[src/sv/chunked_substring_match_assert.svh]
// assertion helpers used by the asserting file
`ifndef CHUNKED_SUBSTRING_MATCH_ASSERT_SVH
`define CHUNKED_SUBSTRING_MATCH_ASSERT_SVH

// same-cycle implication
`define CSM_ASSERT_IMPLY(label, clk, rst, ante, cons) \
   label: assert property (@(posedge clk) disable iff (rst) (ante) |-> (cons)) \
      else $error("csm: implication check failed");

// next-cycle implication
`define CSM_ASSERT_NEXT(label, clk, rst, ante, cons) \
   label: assert property (@(posedge clk) disable iff (rst) (ante) |=> (cons)) \
      else $error("csm: next-cycle check failed");

`endif

[src/sv/csm_pkg.sv]
`default_nettype none
package csm_pkg;
   localparam int PATTERN_MAX = 16;
   localparam int CHUNK_SPAN = 128;
   localparam int OFFSET_W = $clog2(CHUNK_SPAN);
   localparam int LENGTH_W = 5;
   localparam int CNT_W = (OFFSET_W > LENGTH_W) ? OFFSET_W : LENGTH_W;
   localparam int CHUNK_NUMBER_W = 25;
   localparam int POSITION_W = 32;
   localparam int WORD_W = 64;
   localparam int CSR_INDEX_W = 2;
   localparam logic [7:0] NEWLINE_BYTE = 8'h0A;

   typedef enum logic [CSR_INDEX_W-1:0] {
      CSR_PATTERN_LOW  = 2'd0,
      CSR_PATTERN_HIGH = 2'd1,
      CSR_LENGTH       = 2'd2
   } csr_index_type;

   typedef struct packed {
      logic [PATTERN_MAX-1:0][7:0] pattern;
      logic [LENGTH_W-1:0]         length;
   } cfg_type;

   typedef struct packed {
      logic                  valid;
      logic [POSITION_W-1:0] position;
   } result_type;
endpackage
`default_nettype wire

[src/sv/csm_match_core.sv]
`default_nettype none
module csm_match_core (
   input  wire logic              clock,
   input  wire logic              reset,
   input  wire logic              accept,
   input  wire logic [7:0]        text_byte,
   input  wire logic              file_start,
   input  wire csm_pkg::cfg_type  cfg,
   output csm_pkg::result_type    push,
   output logic                   match_seen
);
   localparam int PM = csm_pkg::PATTERN_MAX;

   logic [7:0] window_ff [PM-1];
   logic [7:0] window_in [PM-1];
   logic [csm_pkg::OFFSET_W-1:0] offset_ff, offset_in, offset_cur;
   logic [csm_pkg::CHUNK_NUMBER_W-1:0] chunk_ff, chunk_in, chunk_cur;
   logic seen_ff, seen_in, seen_cur;

   logic [7:0] win [PM];
   logic [csm_pkg::OFFSET_W-1:0] count;
   logic [csm_pkg::LENGTH_W-1:0] len_eff;
   logic [PM:0] hit_by_len;
   logic hit, chunk_end;
   logic [csm_pkg::POSITION_W-1:0] position;

   // a file start clears the search state before this byte is taken
   assign seen_cur   = file_start ? 1'b0 : seen_ff;
   assign offset_cur = file_start ? '0 : offset_ff;
   assign chunk_cur  = file_start ? '0 : chunk_ff;
   assign count      = offset_cur + 1'b1;

   assign len_eff = (cfg.length > csm_pkg::LENGTH_W'(PM)) ?
                    csm_pkg::LENGTH_W'(PM) : cfg.length;

   always_comb begin
      win[0] = text_byte;
      for (int j = 1; j < PM; j++) begin
         win[j] = window_ff[j-1];
      end
   end

   // newest byte lines up with the last pattern byte for every length
   always_comb begin
      logic m;
      hit_by_len[0] = 1'b0;
      for (int l = 1; l <= PM; l++) begin
         m = 1'b1;
         for (int k = 0; k < l; k++) begin
            m = m & (win[l-1-k] == cfg.pattern[k]);
         end
         hit_by_len[l] = m;
      end
   end

   assign hit = hit_by_len[len_eff] &&
                (csm_pkg::CNT_W'(count) >= csm_pkg::CNT_W'(len_eff));

   assign position = csm_pkg::POSITION_W'(chunk_cur * csm_pkg::CHUNK_SPAN) +
                     csm_pkg::POSITION_W'(csm_pkg::CNT_W'(count) -
                                          csm_pkg::CNT_W'(len_eff));

   assign chunk_end = (text_byte == csm_pkg::NEWLINE_BYTE) ||
                      (count >= csm_pkg::OFFSET_W'(csm_pkg::CHUNK_SPAN - 1));

   always_comb begin
      for (int j = 0; j < PM - 1; j++) begin
         window_in[j] = win[j];
      end
      seen_in = hit;
      if (chunk_end) begin
         offset_in = '0;
         chunk_in  = (chunk_cur == '1) ? chunk_cur : chunk_cur + 1'b1;
      end else begin
         offset_in = count;
         chunk_in  = chunk_cur;
      end
   end

   always_ff @(posedge clock) begin
      if (accept && !seen_cur) begin
         window_ff <= window_in;
      end
   end

   always_ff @(posedge clock) begin
      if (reset) begin
         offset_ff <= '0;
         chunk_ff  <= '0;
         seen_ff   <= 1'b0;
      end else if (accept) begin
         if (!seen_cur) begin
            offset_ff <= offset_in;
            chunk_ff  <= chunk_in;
            seen_ff   <= seen_in;
         end
      end
   end

   assign push.valid    = accept && !seen_cur && hit;
   assign push.position = position;
   assign match_seen    = seen_ff;
endmodule
`default_nettype wire

[src/sv/chunked_substring_match.sv]
// chunked_substring_match: first-occurrence search of a configured pattern
// in a byte stream cut into chunks (a chunk ends after a newline or after
// 127 bytes; matches never cross a chunk boundary).
// req channel: one text byte per transfer, req_file_start marks the first
// byte of a new file and clears the chunk counters and the match flag.
// rsp channel: at most one transfer per file, carrying chunk number * 128
// plus the match start offset in the chunk.
// csr port: pattern low/high words and the pattern length; the user must
// write them only while the block is idle, which the block does not
// enforce; a length of zero disables matching.
// throughput: one byte per cycle while req_stall is low; the window compare
// of all pattern lengths is done in parallel in the cycle of the transfer.
// an output register plus one skid register hold results; req_stall is high
// only while the skid register is full, i.e. two results wait on a stalled
// receiver.
// reset clears the pattern registers, search state and both result slots.
`default_nettype none
module chunked_substring_match (
   input  wire logic                               clock,
   input  wire logic                               reset,
   input  wire logic                               req_valid,
   output logic                                    req_stall,
   input  wire logic [7:0]                         req_text_byte,
   input  wire logic                               req_file_start,
   output logic                                    rsp_valid,
   input  wire logic                               rsp_stall,
   output logic [csm_pkg::POSITION_W-1:0]          rsp_match_position,
   input  wire logic                               csr_write_enable,
   input  wire logic [csm_pkg::CSR_INDEX_W-1:0]    csr_index,
   input  wire logic [csm_pkg::WORD_W-1:0]         csr_write_data
);
   logic [csm_pkg::WORD_W-1:0] pat_low_ff, pat_high_ff;
   logic [csm_pkg::LENGTH_W-1:0] length_ff;
   csm_pkg::cfg_type cfg;
   csm_pkg::result_type push;
   logic match_seen;
   logic accept;

   logic rsp_valid_ff, rsp_valid_in;
   logic [csm_pkg::POSITION_W-1:0] rsp_pos_ff, rsp_pos_in;
   logic skid_valid_ff, skid_valid_in;
   logic [csm_pkg::POSITION_W-1:0] skid_pos_ff, skid_pos_in;
   logic out_free;

   always_ff @(posedge clock) begin
      if (reset) begin
         pat_low_ff  <= '0;
         pat_high_ff <= '0;
         length_ff   <= '0;
      end else if (csr_write_enable) begin
         unique case (csr_index)
            csm_pkg::CSR_PATTERN_LOW:  pat_low_ff  <= csr_write_data;
            csm_pkg::CSR_PATTERN_HIGH: pat_high_ff <= csr_write_data;
            csm_pkg::CSR_LENGTH:
               length_ff <= csr_write_data[csm_pkg::LENGTH_W-1:0];
            default: ;
         endcase
      end
   end

   assign cfg.pattern = {pat_high_ff, pat_low_ff};
   assign cfg.length  = length_ff;

   assign req_stall = skid_valid_ff;
   assign accept    = req_valid && !req_stall;

   csm_match_core u_core (
      .clock      (clock),
      .reset      (reset),
      .accept     (accept),
      .text_byte  (req_text_byte),
      .file_start (req_file_start),
      .cfg        (cfg),
      .push       (push),
      .match_seen (match_seen)
   );

   // output register with one skid slot behind it
   assign out_free = !rsp_valid_ff || !rsp_stall;

   always_comb begin
      rsp_valid_in  = rsp_valid_ff;
      rsp_pos_in    = rsp_pos_ff;
      skid_valid_in = skid_valid_ff;
      skid_pos_in   = skid_pos_ff;
      if (out_free) begin
         if (skid_valid_ff) begin
            rsp_valid_in  = 1'b1;
            rsp_pos_in    = skid_pos_ff;
            skid_valid_in = push.valid;
            skid_pos_in   = push.position;
         end else begin
            rsp_valid_in = push.valid;
            rsp_pos_in   = push.position;
         end
      end else if (push.valid) begin
         skid_valid_in = 1'b1;
         skid_pos_in   = push.position;
      end
   end

   always_ff @(posedge clock) begin
      if (reset) begin
         rsp_valid_ff  <= 1'b0;
         skid_valid_ff <= 1'b0;
      end else begin
         rsp_valid_ff  <= rsp_valid_in;
         skid_valid_ff <= skid_valid_in;
      end
   end

   always_ff @(posedge clock) begin
      rsp_pos_ff  <= rsp_pos_in;
      skid_pos_ff <= skid_pos_in;
   end

   assign rsp_valid          = rsp_valid_ff;
   assign rsp_match_position = rsp_pos_ff;

`include "chunked_substring_match_assert.svh"

   `CSM_ASSERT_IMPLY(a_skid_behind_out, clock, reset, skid_valid_ff, rsp_valid_ff)
   `CSM_ASSERT_NEXT(a_seen_after_hit, clock, reset, push.valid, match_seen)
   `CSM_ASSERT_IMPLY(a_one_hit_per_file, clock, reset, match_seen && !(accept && req_file_start), !push.valid)
endmodule
`default_nettype wire

[config.mk]
export PLATFORM = sky130hd
export DESIGN_NAME = chunked_substring_match
export DESIGN_NICKNAME = d
export VERILOG_FILES = /design/src/sv/csm_pkg.sv /design/src/sv/csm_match_core.sv /design/src/sv/chunked_substring_match.sv
export VERILOG_INCLUDE_DIRS = /design/src /design/src/sv
export SDC_FILE = /design/constraint.sdc
export NUM_CORES = 1
export LEC_CHECK = 0
export ABC_AREA = 1
export BUFFER_PORTS_ARGS = -buffer_cell sky130_fd_sc_hd__buf_2
export CAP_MARGIN = 20
export CELL_PAD_IN_SITES_DETAIL_PLACEMENT = 1
export CELL_PAD_IN_SITES_GLOBAL_PLACEMENT = 2
export CORE_MARGIN = 1
export CORE_UTILIZATION = 33
export CTS_CLUSTER_DIAMETER = 50
export DETAILED_ROUTE_END_ITERATION = 8
export PLACE_DENSITY = 0.73
export SETUP_SLACK_MARGIN = 0.4
export SLEW_MARGIN = 20
export SYNTH_ARGS = -nofsm -noshare
export SYNTH_HDL_FRONTEND = slang
export SYNTH_SLANG_ARGS = --single-unit
export TNS_END_PERCENT = 50
[constraint.sdc]
create_clock -name clock -period 7.9 [get_ports clock]
set_clock_uncertainty 0.1 [all_clocks]
set_input_delay 1.58 -clock clock [delete_from_list [all_inputs] [get_ports clock]]
set_output_delay 1.58 -clock clock [all_outputs]
set_load 0.05 [all_outputs]
==> out/results.txt <==
status = finished, violations left
failing checks = DRC
nets = 4526
TritonCTS clock tree = done
P_sw = 0.00273 W
Fmax = 0.153 GHz
Root Buffer = clkbuf_16
routability-driven placement congestion ratio = 1.11
Worst setup SP type = input pin
CP max FO = 21
fill cell count = 11315
Slew HR = 0.136
total setup buffers inserted after CTS = 0
clock power share = 0.378
Seq pwr share = 0.330
Reg clk slew, reported paths = 0.05 ns
initial antenna violation count = 22
Mapped Area = 29500 um^2
area delta synth->final = 12.7%
total global-route track usage = 0.494
Final Hold Viols = 0
Hold Startpoint = u_core.win[70]
grt total ovfl = 0
Synth top area share = 0.187
max incr delay on CP = 0.39 ns
P_int = 0.00409 W
Setup-failing EPs final = 0
area leader, netlist = edfxtp_1
kind of end point of the critical path = flip-flop
Crit-path slowest cell = nand3_1
Gate power share = 0.291
Cell Pwr Density = 205 nW/um^2
via count = 34827
via/cell ratio = 6.18
I/O pin total = 114
fin crit share = 0.826
fin area = 33300 um^2
Routed wire per std cell = 40.5 um
top cells by count, synth = nand2_1 (1422), nor2_1 (458), xnor2_1 (344)
Mean Syn Cell Area = 6.70 um^2
register area share after synthesis = 0.301
cells on worst reg2reg path = 25
DP Area = 31300 um^2
PostCTS Resize Cnt = 0
Core Area = 88500 um^2
r2r setup slk = 1.85 ns
Post-synth ARST share = 0
Slew Viols, Final = 0
RSZ-0062 raised after global routing = no
area taken by multi-input logic gates = 18000 um^2
drt drc = 2
setup ws final = 1.37 ns
crit path from = req_file_start
crit path kind = input pin to flip-flop
Tmin final = 6.53 ns
Routed WL = 228 mm
share of cells above drive strength 1 = 0.0959
IO buf count = 113
initial DRC count = 5124
num rows = 109
synth top area cells = edfxtp_1 (19%), nand2_1 (18%), dfxtp_1 (11%)
Synth cell types = 46
clk sinks = 352
post-DP HPWL = 163 mm
ys flop type = edfxtp_1
flops & latches, synth = 352
sequential cell area = 8910 um^2
Post-synth EDFFs = 184
die footprint = 90600 um^2
Synthesized Nets = 4516
total clock buffers created by CTS = 58
Place WS = 0.715 ns
pin count of the biggest net entering global routing = 101
number of buffers inserted by hold repair at cts = 0
number of global-route vias before repair = 32953
FF-to-FF Start = length_ff[1]
CTS H-tree lvls = 2
worst skew pair latency = 0.69 ns
Initial Utilization = 0.333
hold-critical path depth = 0
CP Data Required Time = 8.20 ns
worst vdd ir = 0.193 mV
overall die width = 301 um
Cells after Synth = 4402
CP arrival = 6.83 ns
most frequent cell after synthesis = nand2_1
Sw Ratio = 0.401
DRT Pass-1 Iters = 8
Max Buffers Root-to-Sink = 3
Final ANT Viol Nets = 0
Leak = 13.9 nW
YS warnings = 0
actual slew at the worst max-slew pin = 1.29 ns
worst hold path type = flip-flop to flip-flop
WHS = 0.355 ns
setup_tns = 0 ns
first-pass GRT wire length = 297 mm
Hold Path Sink = u_core.win[62]
post-layout util = 0.376
Reg-to-Reg End = rsp_match_position[30]
Die Ht = 301 um
max_cap viols = 0
-- metrics by stage --
stage	total power [W]	instances
floorplan	0.00329	4402
global placement	0.00413	5517
detailed placement	0.00415	5517
CTS	0.00673	5627
global route	0.00694	5627
finish	0.00682	5635
-- routing by layer --
metal / share of wire / GRT usage
met2: 0.38 / 0.654
met3: 0.14 / 0.206
met5: 0.00065 / 0
met4: 0.081 / 0.333
met1: 0.40 / 0.642
-- flip-flops by register name (all words and copies together), names as in the netlist --
name / cells
u_core.offset_ff: 7
pat_high_ff: 64
u_core.win: 120
pat_low_ff: 64
length_ff: 5
req_stall: 1
rsp_valid: 1
skid_pos_ff: 32
u_core.match_seen: 1
rsp_match_position: 32
u_core.chunk_ff: 25
-- layout make-up --
class,instances,share of cell area
sequential,352,0.268
clock buffer,70,0.0472
multi-input combinational,3409,0.540
inverter,315,0.0356
timing repair buffer,276,0.0538
antenna,8,0.000602
clock inverter,40,0.0115
tap,1165,0.0438
-- cells by family (layout without fill, tap and decap cells) --
group	count (synthesis)	after routing	share of synthesized area
AO/OA/AOI/OAI	515	515	0.0933
AND/OR/NAND/NOR	2209	2209	0.305
buffers and inverters	641	701	0.0920
other	0	8	0
flip-flops	352	352	0.301
adder cells (fa/ha/maj)	34	34	0.0149
XOR/XNOR	651	651	0.193
-- how the worst max path moves through the flow --
stage                             end  slack (ns)  cells after the start
5_1_grt        rsp_match_position[30]        0.87                     29
3_3_place_gp   rsp_match_position[30]        0.80                     29
4_1_cts        rsp_match_position[30]        1.41                     29
2_1_floorplan  rsp_match_position[23]        1.57                     30
6_report       rsp_match_position[30]        1.37                     29
3_5_place_dp   rsp_match_position[30]        0.72                     29
-- critical path: cells and delay by family --
family | cells | cell delay (ns)
adders and majority gates | 3 | 0.88
xor gates and xnor gates | 1 | 0.15
AOI/OAI and AO/OA | 9 | 1.73
and+or+nand+nor | 10 | 1.27
buffers and inverters | 6 | 1.19
-- power by group through the flow --
| stage | Sequential [W] | Clock (W) | Combinational [W] |
|---|---|---|---|
| 2_1_floorplan | 0.00231 | 0 | 0.000976 |
| 4_1_cts | 0.00224 | 0.00261 | 0.00188 |
| 6_report | 0.00225 | 0.00258 | 0.00199 |
| 3_3_place_gp | 0.00227 | 0 | 0.00186 |
| 5_1_grt | 0.00225 | 0.00267 | 0.00202 |
| 3_5_place_dp | 0.00228 | 0 | 0.00187 |
-- cell usage in the layout, fill, tap and decap left out, types with 4 or more instances in the layout --
cell        instances
a21oi_1           191
a31oi_1             5
buf_2             113
buf_4             163
clkbuf_1            8
clkbuf_16          61
clkinv_1           15
clkinv_2            7
clkinv_4            4
clkinvlp_4          4
dfxtp_1           153
dfxtp_2            15
diode_2             8
edfxtp_1          184
ha_1               32
inv_1             294
inv_2               9
inv_6              10
inv_8               4
nand2_1          1422
nand2_2             4
nand3_1            72
nand4_1           154
nor2_1            457
nor2_2              8
nor2_4              5
nor3_1             61
nor4_1             14
o2111ai_1          25
o21ai_0           221
o21ai_1            26
o22ai_1            34
xnor2_1           344
xor2_1            306
Power figures use the tool's default switching activity.
